File: config.mk
export PLATFORM = sky130hd
export DESIGN_NAME = mwu_cfg
export DESIGN_NICKNAME = d
export VERILOG_FILES = /design/src/rtl/core/mwu_pkg.sv /design/src/rtl/core/mwu_cfg.sv
export SDC_FILE = /design/constraint.sdc
export NUM_CORES = 1
export LEC_CHECK = 0
export ABC_AREA = 0
export BUFFER_PORTS_ARGS = -buffer_cell sky130_fd_sc_hd__buf_2
export CAP_MARGIN = 30
export CORE_MARGIN = 5
export CORE_UTILIZATION = 38
export CTS_BUF_LIST = sky130_fd_sc_hd__clkbuf_8
export DETAILED_ROUTE_END_ITERATION = 8
export PLACE_DENSITY_LB_ADDON = 0.25
export SLEW_MARGIN = 20
export SYNTH_ARGS = -nofsm -noshare
export SYNTH_HDL_FRONTEND = slang
export SYNTH_SLANG_ARGS = --single-unit
export TNS_END_PERCENT = 20
File: constraint.sdc
create_clock -name i_clk -period 0.95 [get_ports i_clk]
set_clock_uncertainty 0.05 [all_clocks]
set_input_delay 0.095 -clock i_clk [delete_from_list [all_inputs] [get_ports i_clk]]
set_output_delay 0.095 -clock i_clk [all_outputs]
set_load 0.1 [all_outputs]
File: src/rtl/core/mwu_pkg.sv
// Shared constants, types and scaling helpers for the momentum weight update block.
package mwu_pkg;

    // Table and number format
    localparam int TABLE_DEPTH      = 4096;
    localparam int INDEX_BITS       = $clog2(TABLE_DEPTH);
    localparam int INDEX_FIELD_BITS = 12;
    localparam int WORD_BITS        = 16;
    localparam int REG_BITS         = 15;
    localparam int FIXED_SCALE      = 1024;          // must be a power of two
    localparam int SCALE_SHIFT      = $clog2(FIXED_SCALE);
    localparam int RAM_BITS         = 2 * WORD_BITS; // {weight, change}

    // Product widths through the update pipeline
    localparam int P1_BITS = REG_BITS + WORD_BITS + 1; // gain * signed word
    localparam int T1_BITS = P1_BITS - SCALE_SHIFT;    // after scaling
    localparam int P2_BITS = T1_BITS + WORD_BITS;      // t1 * source output

    // APB register map
    localparam int APB_ADDR_BITS = 3;
    localparam int APB_DATA_BITS = 32;

    typedef enum logic {
        REG_LEARN    = 1'b0,
        REG_MOMENTUM = 1'b1
    } t_reg_sel;

    typedef enum logic {
        KIND_LOAD   = 1'b0,
        KIND_UPDATE = 1'b1
    } t_kind;

    typedef struct packed {
        logic [REG_BITS-1:0] learning_gain;
        logic [REG_BITS-1:0] momentum_gain;
    } t_cfg;

    typedef struct packed {
        logic                  re;
        logic [INDEX_BITS-1:0] raddr;
        logic                  we;
        logic [INDEX_BITS-1:0] waddr;
        logic [RAM_BITS-1:0]   wdata;
    } t_ram_req;

    // Division by the scale, truncating toward zero: floor shift, plus one for
    // a negative value with a non-zero remainder.
    function automatic logic signed [T1_BITS-1:0] div_scale_p1(
        input logic signed [P1_BITS-1:0] a
    );
        logic signed [T1_BITS-1:0] q;
        q = a[P1_BITS-1:SCALE_SHIFT];
        if (a[P1_BITS-1] && (a[SCALE_SHIFT-1:0] != '0)) begin
            q = q + T1_BITS'(1);
        end
        return q;
    endfunction

    // Same rounding on the wide product; only the low word is kept.
    function automatic logic [WORD_BITS-1:0] div_scale_p2(
        input logic signed [P2_BITS-1:0] a
    );
        logic [WORD_BITS-1:0] q;
        q = a[SCALE_SHIFT+WORD_BITS-1:SCALE_SHIFT];
        if (a[P2_BITS-1] && (a[SCALE_SHIFT-1:0] != '0)) begin
            q = q + WORD_BITS'(1);
        end
        return q;
    endfunction

endpackage

File: src/rtl/core/mwu_cfg.sv
// APB register file holding the learning rate and momentum gain.
module mwu_cfg (
    input  logic                              i_clk,
    input  logic                              i_rst_n,
    input  logic                              psel,
    input  logic                              penable,
    input  logic                              pwrite,
    input  logic [mwu_pkg::APB_ADDR_BITS-1:0] paddr,
    input  logic [mwu_pkg::APB_DATA_BITS-1:0] pwdata,
    output logic [mwu_pkg::APB_DATA_BITS-1:0] prdata,
    output logic                              pready,
    output mwu_pkg::t_cfg                     o_cfg
);
    import mwu_pkg::*;

    logic [REG_BITS-1:0] r_learning_gain;
    logic [REG_BITS-1:0] r_momentum_gain;
    logic                wr_en;
    t_reg_sel            sel;

    assign pready = 1'b1;
    assign wr_en  = psel && penable && pwrite && pready;
    assign sel    = t_reg_sel'(paddr[2]);

    // Register writes
    always_ff @(posedge i_clk) begin
        if (!i_rst_n) begin
            r_learning_gain <= '0;
            r_momentum_gain <= '0;
        end else if (wr_en) begin
            case (sel)
                REG_LEARN:    r_learning_gain <= pwdata[REG_BITS-1:0];
                REG_MOMENTUM: r_momentum_gain <= pwdata[REG_BITS-1:0];
                default: ;
            endcase
        end
    end

    // Read mux
    always_comb begin
        case (sel)
            REG_LEARN:    prdata = APB_DATA_BITS'(r_learning_gain);
            REG_MOMENTUM: prdata = APB_DATA_BITS'(r_momentum_gain);
            default:      prdata = '0;
        endcase
    end

    assign o_cfg.learning_gain = r_learning_gain;
    assign o_cfg.momentum_gain = r_momentum_gain;

endmodule

# Yosys cells after proc, flatten, opt, wreduce, memory -nomap -nowiden

Index checks and enable logic that the tools add are counted.

ROM bits: 0
Latch bits: 0
Flip-flop bits (word level): 30
Memories kept: 0
Word-level logic and storage cells: 8
Bits in writable memories: 0

Bitwise operators: 1
$lt $le $gt $ge: 0
Add/sub/neg operators: 0
Multipliers: 0
Shift operators: 0
Equal/unequal tests: 0
Divide/modulo/power cells: 0
Reductions and logical operators: 4
Muxes and demuxes: 1

Operators by type and width:

| operator                               | count |
|---|---|
| 32-bit one-hot mux with 2 select lines | 1 |
| 2-bit AND reduction                    | 2 |
| 1-bit logical AND                      | 2 |
| 1-bit inverter                         | 1 |

# Depth between registers and ports, before layout

Depth in word-level cells: 3
Gate-level depth with buffers: 4
Gate-level depth less buffers: 2

# Worst setup path before layout

OpenSTA, ideal clock, no wires.

Path type: register -> output
Start: register r_momentum_gain[0]
End: output port prdata[0] (netlist name)
Arrival: 1604 ps
Buffers on the path: 0
Path slack: -799 ps
Cell stages (with the launch flop): 2
Required time: 805 ps
Path through: dfxtp_1 > mux2_2

Cells in the longest elaborated chain, start to end: 1

Ends and longest elaborated chain:

| what                                   | RTL line      | source |
|---|---|---|
| start: declaration                     | mwu_cfg.sv:17 | `logic [REG_BITS-1:0] r_momentum_gain;` |
| start signal: assignment               | mwu_cfg.sv:33 | `REG_MOMENTUM: r_momentum_gain <= pwdata[REG_BITS-1:0];` |
| 32-bit one-hot mux with 2 select lines | mwu_cfg.sv:41 | `case (sel)` |
| end: declaration                       | mwu_cfg.sv:10 | `output logic [mwu_pkg::APB_DATA_BITS-1:0] prdata,` |

Every way passes these cells. The select of a mux whose other input is x is not followed.

# Final worst setup path

Start: register r_learning_gain[14]
End: output port prdata[14] (netlist name)

Cells in the longest elaborated chain, start to end: 1

Ends and longest elaborated chain:

| what                                   | RTL line      | source |
|---|---|---|
| start: declaration                     | mwu_cfg.sv:16 | `logic [REG_BITS-1:0] r_learning_gain;` |
| start signal: assignment               | mwu_cfg.sv:32 | `REG_LEARN: r_learning_gain <= pwdata[REG_BITS-1:0];` |
| 32-bit one-hot mux with 2 select lines | mwu_cfg.sv:41 |  |

Every way passes these cells. The select of a mux whose other input is x is not followed.

==> impl_metrics.tcl <==
set metrics [dict create \
    postSynthCellCount 151 \
    crit_path_end_kind "output pin" \
    syn-mean-instance-area_um2 9.86 \
    synth.distinct_cells 11 \
    drive_gt1_share_pct 62.2 \
    cts_num_sinks 30 \
    p_leak_nw 1.55 \
    outcome "finished with violations" \
    drtIter0Drc 60 \
    final_core_util_pct 84.6 \
    grt_max_degree 26 \
    cp_data_required_time_ns 0.81 \
    route.detailed.drc 0 \
    synth.yosys.seq_area_share_pct 40.3 \
    worstRegToRegCells 3 \
    die_y_um 72.6 \
    hold_violations 0 \
    start_kind "register" \
    netlist_area_um2 1490 \
    dp.cells 288 \
    initial_core_util_pct 40.1 \
    p_per_area_nw_per_um2 1050 \
    pin_count 103 \
    hp-class "primary input to register" \
    final.setup.tns_ns -6.58 \
    power.total_mw 3.32 \
    synth_area_leaders "dfxtp_1, mux2i_1, mux2_2" \
    hold_depth 3 \
    clk_latency_ns 0.27 \
    dr.pass1.iters 4 \
    hpwl_um 3470 \
    yosysTopAreaCell "dfxtp_1" \
    die_x_um 72.6 \
    post_drt_wl_per_cell_um 15.1 \
    path_clk_slew_ns 0.06 \
    fmax_ghz 0.824 \
    gp_congestion 0.732 \
    grt_pass1_vias 1520 \
    cts_root_buf "clkbuf_8" \
    cts-htree-levels 2 \
    cts_tree "yes" \
    fin_area_um2 3150 \
    setup_viol 45 \
    vias 1358 \
    synthDominantCellAreaShare_pct 40.3 \
    core_area_um2 3720 \
    num_rows 22 \
    worst_slack_ns -0.264 \
    violations "negative setup slack" \
    io_buffer_count 65 \
    layout_min_cycle_time_ns 1.21 \
    min_period_over_period_pct 128 \
    via_per_inst 4.54 \
    routed_wl_um 4520 \
    grt_usage_pct 18.6 \
    cts_buffer_depth 2 \
    rsz0062_at_grt "true" \
    stdcell_count 299 \
    cts_buffers 5 \
    nNetsFinal 291 \
    drtAntennaViolNets 0 \
    crit_type "register to output pin" \
    ys_ff_latch 30 \
    cp.arrival_ns 1.07 \
    dieArea_um2 5270 \
    num_antenna_cells 0 \
    grt_pass1_wl_um 7440 \
    hold_ws_ns 0.0325 \
    pre_cts_ws_ns -0.125 \
    crit_fanout 2 \
    drv_slew 0 \
    dpl_cell_area_um2 2920 \
    area_growth_pct 111 \
    grt-ovfl-total 0 \
    irDropWorstVdd_mv 1.25 \
    maxCapViolCount 0 \
    grt_antenna_before_repair 0 \
    yosysWarnings 0 \
    hold_buffers 0 \
]
==> area by class of cell <==
cell class / instances / area (um^2)
fill: 204 / 571
sequential: 30 / 713
tap: 48 / 60.1
clock inverter: 2 / 7.51
multi-input combinational: 110 / 807
timing repair buffer: 104 / 1490
clock buffer: 5 / 68.8
==> layer usage <==
metal / track usage, % / vias to the layer above / wire length [um]
met5: 0 / - / 0
li1: - / 660 / -
met4: 8.81 / 0 / 65
met1: 17.8 / 647 / 1510
met2: 37.5 / 47 / 2700
met3: 3.17 / 4 / 239
==> registers in the layout, indices dropped and copies added (netlist names) <==
name             flops
r_learning_gain     15
r_momentum_gain     15
==> cell families after synthesis <==
group,synth area share [%]
DFF,40.3
muxes,31.5
buffers and inverters,13.3
and+or+nand+nor,14.4
other,0.504
==> layout by cell type, fill, tap and decap left out <==
cell       n
mux2i_1   30
nand4_4    1
buf_6     32
buf_2     20
inv_1      2
nand4b_4   1
buf_4      1
clkbuf_8   5
mux2_4    15
nand2_1   45
buf_12    51
dfxtp_4   30
conb_1    18
==> critical path, cell delays in order, from the launching register on <==
cell     delay (ns)
dfxtp_4        0.34
mux2_4         0.28
buf_12         0.17
==> Yosys cell counts <==
| cell type | n |
|---|---|
| clkbuf_1 | 1 |
| conb_1 | 2 |
| nand2_1 | 45 |
| buf_6 | 3 |
| mux2i_1 | 30 |
| nand4b_4 | 1 |
| buf_4 | 18 |
| nand4_4 | 1 |
| mux2_2 | 15 |
| buf_2 | 5 |
| dfxtp_1 | 30 |
==> repair_timing <==
| action | in CTS | in global routing |
|---|---|---|
| gates cloned | 0 | 0 |
| gates resized for setup | 27 | 5 |
| setup endpoints to repair | 45 | 45 |
| setup buffers | 2 | 2 |
==> where the power goes <==
part	internal, mW	switching, mW
clock	0.481	0.431
sequential	1.22	0.0187
combinational	0.353	0.811
total	2.06	1.26
==> final timing paths <==
path,slack (ns),start,end
worst max register to register,0.11,r_momentum_gain[12]$_SDFFE_PN0P_,r_momentum_gain[12]$_SDFFE_PN0P_
worst max-delay path,-0.26,r_learning_gain[14]$_SDFFE_PN0P_,prdata[14]
worst min-delay path,0.03,pwdata[2],r_momentum_gain[2]$_SDFFE_PN0P_
worst min register to register,0.54,r_learning_gain[6]$_SDFFE_PN0P_,r_learning_gain[6]$_SDFFE_PN0P_
No activity file was read; power rests on OpenSTA's default activity.
