[src/rtl/core/mwu_pkg.sv]
// Shared constants, types and scaling helpers for the momentum weight update block.
package mwu_pkg;

    // Table and number format
    localparam int TABLE_DEPTH      = 4096;
    localparam int INDEX_BITS       = $clog2(TABLE_DEPTH);
    localparam int INDEX_FIELD_BITS = 12;
    localparam int WORD_BITS        = 16;
    localparam int REG_BITS         = 15;
    localparam int FIXED_SCALE      = 1024;          // must be a power of two
    localparam int SCALE_SHIFT      = $clog2(FIXED_SCALE);
    localparam int RAM_BITS         = 2 * WORD_BITS; // {weight, change}

    // Product widths through the update pipeline
    localparam int P1_BITS = REG_BITS + WORD_BITS + 1; // gain * signed word
    localparam int T1_BITS = P1_BITS - SCALE_SHIFT;    // after scaling
    localparam int P2_BITS = T1_BITS + WORD_BITS;      // t1 * source output

    // APB register map
    localparam int APB_ADDR_BITS = 3;
    localparam int APB_DATA_BITS = 32;

    typedef enum logic {
        REG_LEARN    = 1'b0,
        REG_MOMENTUM = 1'b1
    } t_reg_sel;

    typedef enum logic {
        KIND_LOAD   = 1'b0,
        KIND_UPDATE = 1'b1
    } t_kind;

    typedef struct packed {
        logic [REG_BITS-1:0] learning_gain;
        logic [REG_BITS-1:0] momentum_gain;
    } t_cfg;

    typedef struct packed {
        logic                  re;
        logic [INDEX_BITS-1:0] raddr;
        logic                  we;
        logic [INDEX_BITS-1:0] waddr;
        logic [RAM_BITS-1:0]   wdata;
    } t_ram_req;

    // Division by the scale, truncating toward zero: floor shift, plus one for
    // a negative value with a non-zero remainder.
    function automatic logic signed [T1_BITS-1:0] div_scale_p1(
        input logic signed [P1_BITS-1:0] a
    );
        logic signed [T1_BITS-1:0] q;
        q = a[P1_BITS-1:SCALE_SHIFT];
        if (a[P1_BITS-1] && (a[SCALE_SHIFT-1:0] != '0)) begin
            q = q + T1_BITS'(1);
        end
        return q;
    endfunction

    // Same rounding on the wide product; only the low word is kept.
    function automatic logic [WORD_BITS-1:0] div_scale_p2(
        input logic signed [P2_BITS-1:0] a
    );
        logic [WORD_BITS-1:0] q;
        q = a[SCALE_SHIFT+WORD_BITS-1:SCALE_SHIFT];
        if (a[P2_BITS-1] && (a[SCALE_SHIFT-1:0] != '0)) begin
            q = q + WORD_BITS'(1);
        end
        return q;
    endfunction

endpackage

[src/rtl/core/mwu_pipe.sv]
// Update pipeline: table read, scaled multiplies, write-back and output register.
module mwu_pipe (
    input  logic                                 i_clk,
    input  logic                                 i_rst_n,
    input  mwu_pkg::t_cfg                        i_cfg,
    input  logic                                 i_in_valid,
    output logic                                 o_in_ready,
    input  logic                                 i_kind,
    input  logic [mwu_pkg::INDEX_FIELD_BITS-1:0] i_weight_index,
    input  logic signed [mwu_pkg::WORD_BITS-1:0] i_load_value,
    input  logic signed [mwu_pkg::WORD_BITS-1:0] i_target_delta,
    input  logic signed [mwu_pkg::WORD_BITS-1:0] i_source_output,
    output mwu_pkg::t_ram_req                    o_ram_req,
    input  logic [mwu_pkg::RAM_BITS-1:0]         i_ram_rdata,
    output logic                                 o_out_valid,
    input  logic                                 i_out_ready,
    output logic signed [mwu_pkg::WORD_BITS-1:0] o_new_weight,
    output logic signed [mwu_pkg::WORD_BITS-1:0] o_weight_change
);
    import mwu_pkg::*;

    typedef struct packed {
        t_kind                      kind;
        logic [INDEX_BITS-1:0]      idx;
        logic signed [WORD_BITS-1:0] load_value;
        logic signed [WORD_BITS-1:0] source_output;
        logic signed [P1_BITS-1:0]   p1;
    } t_s1;

    typedef struct packed {
        t_kind                       kind;
        logic [INDEX_BITS-1:0]       idx;
        logic [WORD_BITS-1:0]        weight;
        logic signed [WORD_BITS-1:0] source_output;
        logic signed [T1_BITS-1:0]   t1;
        logic signed [P1_BITS-1:0]   p3;
    } t_s2;

    typedef struct packed {
        t_kind                     kind;
        logic [INDEX_BITS-1:0]     idx;
        logic [WORD_BITS-1:0]      weight;
        logic signed [P2_BITS-1:0] p2;
        logic [WORD_BITS-1:0]      t3;
    } t_s3;

    logic r_s1_valid, r_s2_valid, r_s3_valid, r_out_valid;
    t_s1  r_s1, n_s1;
    t_s2  r_s2, n_s2;
    t_s3  r_s3, n_s3;
    logic [WORD_BITS-1:0] r_out_weight, n_out_weight;
    logic [WORD_BITS-1:0] r_out_change, n_out_change;

    logic                        advance;
    logic                        hazard;
    logic                        accept;
    logic [INDEX_BITS-1:0]       in_idx;
    logic signed [WORD_BITS-1:0] prev_change;
    logic signed [T1_BITS-1:0]   t3_full;
    logic [WORD_BITS-1:0]        t2;

    // Flow control: whole pipeline moves when the output register is free
    assign advance = !r_out_valid || i_out_ready;
    assign in_idx  = i_weight_index[INDEX_BITS-1:0];

    // Interlock: an update waits while an earlier item on the same entry
    // has not yet written back
    assign hazard = (i_kind == KIND_UPDATE) &&
                    ((r_s1_valid && (r_s1.idx == in_idx)) ||
                     (r_s2_valid && (r_s2.idx == in_idx)) ||
                     (r_s3_valid && (r_s3.idx == in_idx)));

    assign o_in_ready = advance && !hazard;
    assign accept     = i_in_valid && o_in_ready;

    // Stage 1: learning-rate product, table read issued
    always_comb begin
        n_s1.kind          = t_kind'(i_kind);
        n_s1.idx           = in_idx;
        n_s1.load_value    = i_load_value;
        n_s1.source_output = i_source_output;
        n_s1.p1            = P1_BITS'($signed({1'b0, i_cfg.learning_gain})) *
                             P1_BITS'(i_target_delta);
    end

    // Stage 2: scale t1, momentum product on the stored change
    assign prev_change = $signed(i_ram_rdata[WORD_BITS-1:0]);

    always_comb begin
        n_s2.kind          = r_s1.kind;
        n_s2.idx           = r_s1.idx;
        n_s2.weight        = (r_s1.kind == KIND_LOAD) ? r_s1.load_value
                                                      : i_ram_rdata[RAM_BITS-1:WORD_BITS];
        n_s2.source_output = r_s1.source_output;
        n_s2.t1            = div_scale_p1(r_s1.p1);
        n_s2.p3            = P1_BITS'($signed({1'b0, i_cfg.momentum_gain})) *
                             P1_BITS'(prev_change);
    end

    // Stage 3: t1 times source output, scale momentum term
    assign t3_full = div_scale_p1(r_s2.p3);

    always_comb begin
        n_s3.kind   = r_s2.kind;
        n_s3.idx    = r_s2.idx;
        n_s3.weight = r_s2.weight;
        n_s3.p2     = P2_BITS'(r_s2.t1) * P2_BITS'(r_s2.source_output);
        n_s3.t3     = t3_full[WORD_BITS-1:0];
    end

    // Final: step and new weight, wrapped to the word
    assign t2 = div_scale_p2(r_s3.p2);

    always_comb begin
        if (r_s3.kind == KIND_LOAD) begin
            n_out_change = '0;
            n_out_weight = r_s3.weight;
        end else begin
            n_out_change = t2 + r_s3.t3;
            n_out_weight = r_s3.weight + n_out_change;
        end
    end

    // Table access
    always_comb begin
        o_ram_req.re    = accept;
        o_ram_req.raddr = in_idx;
        o_ram_req.we    = advance && r_s3_valid;
        o_ram_req.waddr = r_s3.idx;
        o_ram_req.wdata = {n_out_weight, n_out_change};
    end

    // Stage valid bits
    always_ff @(posedge i_clk) begin
        if (!i_rst_n) begin
            r_s1_valid  <= 1'b0;
            r_s2_valid  <= 1'b0;
            r_s3_valid  <= 1'b0;
            r_out_valid <= 1'b0;
        end else if (advance) begin
            r_s1_valid  <= accept;
            r_s2_valid  <= r_s1_valid;
            r_s3_valid  <= r_s2_valid;
            r_out_valid <= r_s3_valid;
        end
    end

    // Stage payloads
    always_ff @(posedge i_clk) begin
        if (advance) begin
            r_s1         <= n_s1;
            r_s2         <= n_s2;
            r_s3         <= n_s3;
            r_out_weight <= n_out_weight;
            r_out_change <= n_out_change;
        end
    end

    assign o_out_valid     = r_out_valid;
    assign o_new_weight    = $signed(r_out_weight);
    assign o_weight_change = $signed(r_out_change);

endmodule

[config.mk]
export PLATFORM = sky130hd
export DESIGN_NAME = mwu_pipe
export DESIGN_NICKNAME = d
export VERILOG_FILES = /design/src/rtl/core/mwu_pkg.sv /design/src/rtl/core/mwu_pipe.sv
export SDC_FILE = /design/constraint.sdc
export NUM_CORES = 2
export LEC_CHECK = 0
export BUFFER_PORTS_ARGS = -buffer_cell sky130_fd_sc_hd__buf_2
export CAP_MARGIN = 20
export CORE_MARGIN = 2
export CORE_UTILIZATION = 35
export DETAILED_ROUTE_END_ITERATION = 6
export HOLD_SLACK_MARGIN = 0.08
export PLACE_DENSITY = 0.59
export SETUP_SLACK_MARGIN = 0.02
export SLEW_MARGIN = 20
export SYNTH_ARGS = -nofsm -noshare
export SYNTH_HDL_FRONTEND = slang
export SYNTH_SLANG_ARGS = --single-unit
[constraint.sdc]
create_clock -name i_clk -period 27.1 [get_ports i_clk]
set_input_delay 2.71 -clock i_clk [delete_from_list [all_inputs] [get_ports i_clk]]
set_output_delay 2.71 -clock i_clk [all_outputs]
set_load 0.02 [all_outputs]
After elaboration in Yosys (flattened, before gate mapping)

Index checks and enable logic that the tools add are counted.

Output and inout port bits: 92
Bits in registers: 295
Input bits: 127

Reductions and logical operators: 18
Equal/unequal tests: 3
Muxes and demuxes: 6
Add/sub/neg operators: 5
Multiply operators: 3

Operators with widths:

| cell                    | count |
|---|---|
| $mux W16                | 5 |
| $mul A16 B16 Y32        | 2 |
| $mul A22 B16 Y38        | 1 |
| $eq A12 B12 Y1          | 3 |
| $add A16 B16 Y16        | 2 |
| $reduce_bool A10 Y1     | 3 |
| $add A22 B2 Y22 const B | 1 |
| $mux W22                | 1 |
| $add A16 B1 Y16 const B | 1 |
| $add A16 B2 Y16 const B | 1 |
| $logic_and A1 B1 Y1     | 10 |
| $logic_or A1 B1 Y1      | 3 |
| $logic_not A1 Y1        | 2 |

Longest topological paths before layout

Depth after elaboration: 8
Depth in mapped cells: 24
Mapped depth without buffers: 23

Worst setup path after synthesis

OpenSTA, ideal clock, no wires.

Path kind: input to output
From: input i_out_ready
To: output o_ram_req[57] in the netlist's numbering
Required time: 24.390 ns
Buffers on the path: 2
Setup slack: 12.877 ns
Arrival time: 11.513 ns
Cell stages on the path: 4
Cell sequence: nand2b_1 -> clkbuf_1 -> and3_1 -> buf_4

Cells in the longest elaborated chain, start to end: 3

Ends and longest elaborated chain:

| what                | line           | source |
|---|---|---|
| start, declared     | mwu_pipe.sv:16 | `input logic i_out_ready,` |
| $logic_or A1 B1 Y1  | mwu_pipe.sv:63 | `assign advance = !r_out_valid \|\| i_out_ready;` |
| named net advance   | mwu_pipe.sv:54 | `logic advance;` |
| $logic_and A1 B1 Y1 | mwu_pipe.sv:73 | `assign o_in_ready = advance && !hazard;` |
| $logic_and A1 B1 Y1 | mwu_pipe.sv:74 | `assign accept = i_in_valid && o_in_ready;` |
| end, declared       | mwu_pipe.sv:13 | `output mwu_pkg::t_ram_req o_ram_req,` |

The timed path passes the listed nets, and every way through them passes these cells.

==> results_dict.tcl <==
set metrics [dict create \
    drv_slew 0 \
    synthArstFlopShare 0 \
    die_h_um 344.2 \
    maxCapViolCount 0 \
    status "complete, no violations" \
    synth.most_common_cell "inv_1" \
    io_pins 219 \
    fin_crit_sh 0.3338 \
    avgSynthCellArea_um2 10.11 \
    fin_setup_tns_ns 0 \
    cpMaxStageDelayCell "nor4_1" \
    clkTransAtPathRegs_ns 0.06 \
    n_antenna_cell 0 \
    grt_remaining_overflow 0 \
    grt_usage 0.1600 \
    wire_per_inst_um 16.22 \
    nets 5332 \
    clock_sinks 279 \
    syn_nets 5210 \
    hold_viol_final 0 \
    tightest_slew_ns 1.087 \
    syn_inst 4006 \
    die_w_um 344.2 \
    grt_antenna_before_repair 0 \
    antenna_left 0 \
    synthFlopType "edfxtp_1" \
    fin_area_um2 44260 \
    area_growth_pct 9.259 \
    synth_cell_type_count 76 \
    clock_skew_ns 0.02834 \
    relSlewSlack 0.2756 \
    synth.top_cell.area_share 0.3499 \
    worst_ep_arrival_time_ns 6.34 \
    place_area_um2 42970 \
    synthTopCellsByCount "inv_1, fa_1, nand2_1" \
    wl_mm 91.96 \
    synth-edff-count 275 \
    cp.required_ns 24.39 \
    final.min_clock_period_ns 9.046 \
    first_global_vias 28800 \
    final_util 0.3866 \
    synth-seq-cells 279 \
    crit_fanout 7 \
    clock_latency_ns 0.57 \
    drt-initial-drc-count 1335 \
    dpl.hpwl_mm 73.44 \
    grt_max_degree 143 \
    cts_resized 0 \
    numCtsBuffers 36 \
    clk_path_buf_depth 3 \
    gp_congestion 0.8454 \
    die_area_um2 118500 \
    ctsHoldBuffers 0 \
    drive_above_1_share 0.08277 \
    cts_tree "built" \
    startpoint_type "register" \
    route.detailed.drc 0 \
    setup-violations-final 0 \
    io_buffer_count 218 \
    crit_path_end_kind "output port" \
    root_buffer "clkbuf_16" \
    hp-class "reg2reg" \
    synth.largest_area_cell "fa_1" \
    seq_area_frac_synth 0.2058 \
    core_area_um2 114500 \
    drtPass1Iterations 5 \
    fmax_mhz 110.5 \
    rsz0062_at_grt "no" \
    critPathMaxStageDelay_ns 0.46 \
    netlist_top_cells_area "fa_1, edfxtp_1, ha_1" \
    post_cts_buffers 0 \
    cp_cell_sequence "nor4_1 -> a31oi_1 -> xor2_1 -> ha_1 -> inv_1 -> fa_1 -> nor2b_1 -> o21ai_0 -> a21boi_1 -> o21ai_0 -> a21oi_1 -> a311oi_1 -> nor3b_1 -> nor2b_1 -> ha_1 -> or3_1 -> a211o_1 -> a41o_4 -> a311o_1 -> o21ai_2 -> xor2_1 -> buf_2" \
    num_vias 26860 \
    core.rowCount 124 \
    start_util 0.3538 \
    yosys_warnings 0 \
    grt_pass1_wl_mm 152.0 \
    htree_levels 2 \
    via_per_inst 4.738 \
    syn_area_um2 40510 \
    critPathKind "reg2out" \
]
==> registers in the layout, summed over array words and instances (netlist names) <==
signal           flops
o_weight_change     16
r_s3                60
r_s3_valid           1
r_s2                65
r_s1                48
n_s2                29
o_out_valid          1
r_s2_valid           1
n_s3                29
o_new_weight        16
r_s1_valid           1
o_ram_req           12
==> logic make-up after synthesis <==
family | synth area share
XOR/XNOR | 0.03956
adder cells (fa/ha/maj) | 0.4638
AO/OA/AOI/OAI | 0.04559
multiplexers | 0.009080
buffers and inverters | 0.09664
flip-flops | 0.2058
AND/OR/NAND/NOR | 0.1395
==> cells in the final DEF, fill, tap and decap left out, types with 5 or more instances in the layout <==
master      synthesis  final
o21bai_1           20     20
clkinvlp_4          0      5
and3_1             26     26
inv_1             868    868
nor3_1             26     26
clkbuf_16           0     36
edfxtp_1          275    275
nor3b_1             5      5
buf_2               0    218
xor2_1             61     61
o21ai_0            27     27
clkbuf_1          122      5
fa_1              708    708
buf_4              25     13
o211ai_1           10     10
a31oi_1            11     11
nor2_1             72     72
or3_1               9      9
and2_1            322    322
mux2_2             30     30
nand2_1           540    540
xnor2_1           122    122
a21oi_1            67     67
nor2b_1            15     15
o21a_1             14     14
nor4_1             17     17
and4_1              5      5
nand4_1            25     25
nand2b_1           41     40
bufinv_16           0      5
a211oi_1           12     12
a21o_1             43     43
nand3_1            35     35
ha_1              369    369
==> layer usage <==
layer | share of wire | global-route usage
met1 | 0.45 | 0.2195
met2 | 0.48 | 0.2722
met3 | 0.036 | 0.01411
met4 | 0.025 | 0.04185
met5 | 0 | 0
==> path summary, 6_finish.rpt <==
kind	depth (start not counted)	slack, ns	end	start
hold reg to reg	0	0.39	r_s3[69]$_DFFE_PN_	n_s3[69]$_DFFE_PN_
setup reg to reg	17	19.66	r_s3[53]$_DFFE_PN_	r_s2[58]$_DFFE_PN_
setup / recovery	22	18.05	o_ram_req[31]	r_s3[21]$_DFFE_PN_
hold / removal	0	0.39	r_s3[69]$_DFFE_PN_	n_s3[69]$_DFFE_PN_
==> stage by stage <==
step | instances | hold slack, ns | setup WS (ns)
final | 5668 | 0.3903 | 18.05
after global routing | 5668 | 0.4062 | 17.66
after CTS | 5667 | 0.3850 | 18.08
after detailed placement | 5601 | 0.4045 | 18.33
after global placement | 5601 | 0.4028 | 18.42
after floorplan | 4006 | 0.4003 | 12.88
==> worst max-delay path, delay by kind of cell, from the launching register on <==
family / cells / cell delay [ns]
xor gates and xnor gates: 2 / 0.50
DFF: 1 / 0.37
buffers and inverters: 2 / 0.29
AOI/OAI and AO/OA: 10 / 2.33
and+or+nand+nor: 5 / 1.38
adders and majority gates: 3 / 0.87
==> cell type report <==
type | count | area [um^2]
clock buffers | 45 | 974.7
clock inverters | 21 | 306.5
repair buffers | 233 | 1224
inverters | 869 | 3262
flip-flops and latches | 279 | 8338
well taps | 1512 | 1892
multi-input cells | 2709 | 28270
fillers | 11420 | 70240
Power is not shown: default switching activity piles up to over one toggle a cycle in this logic, so the estimate is an artifact.
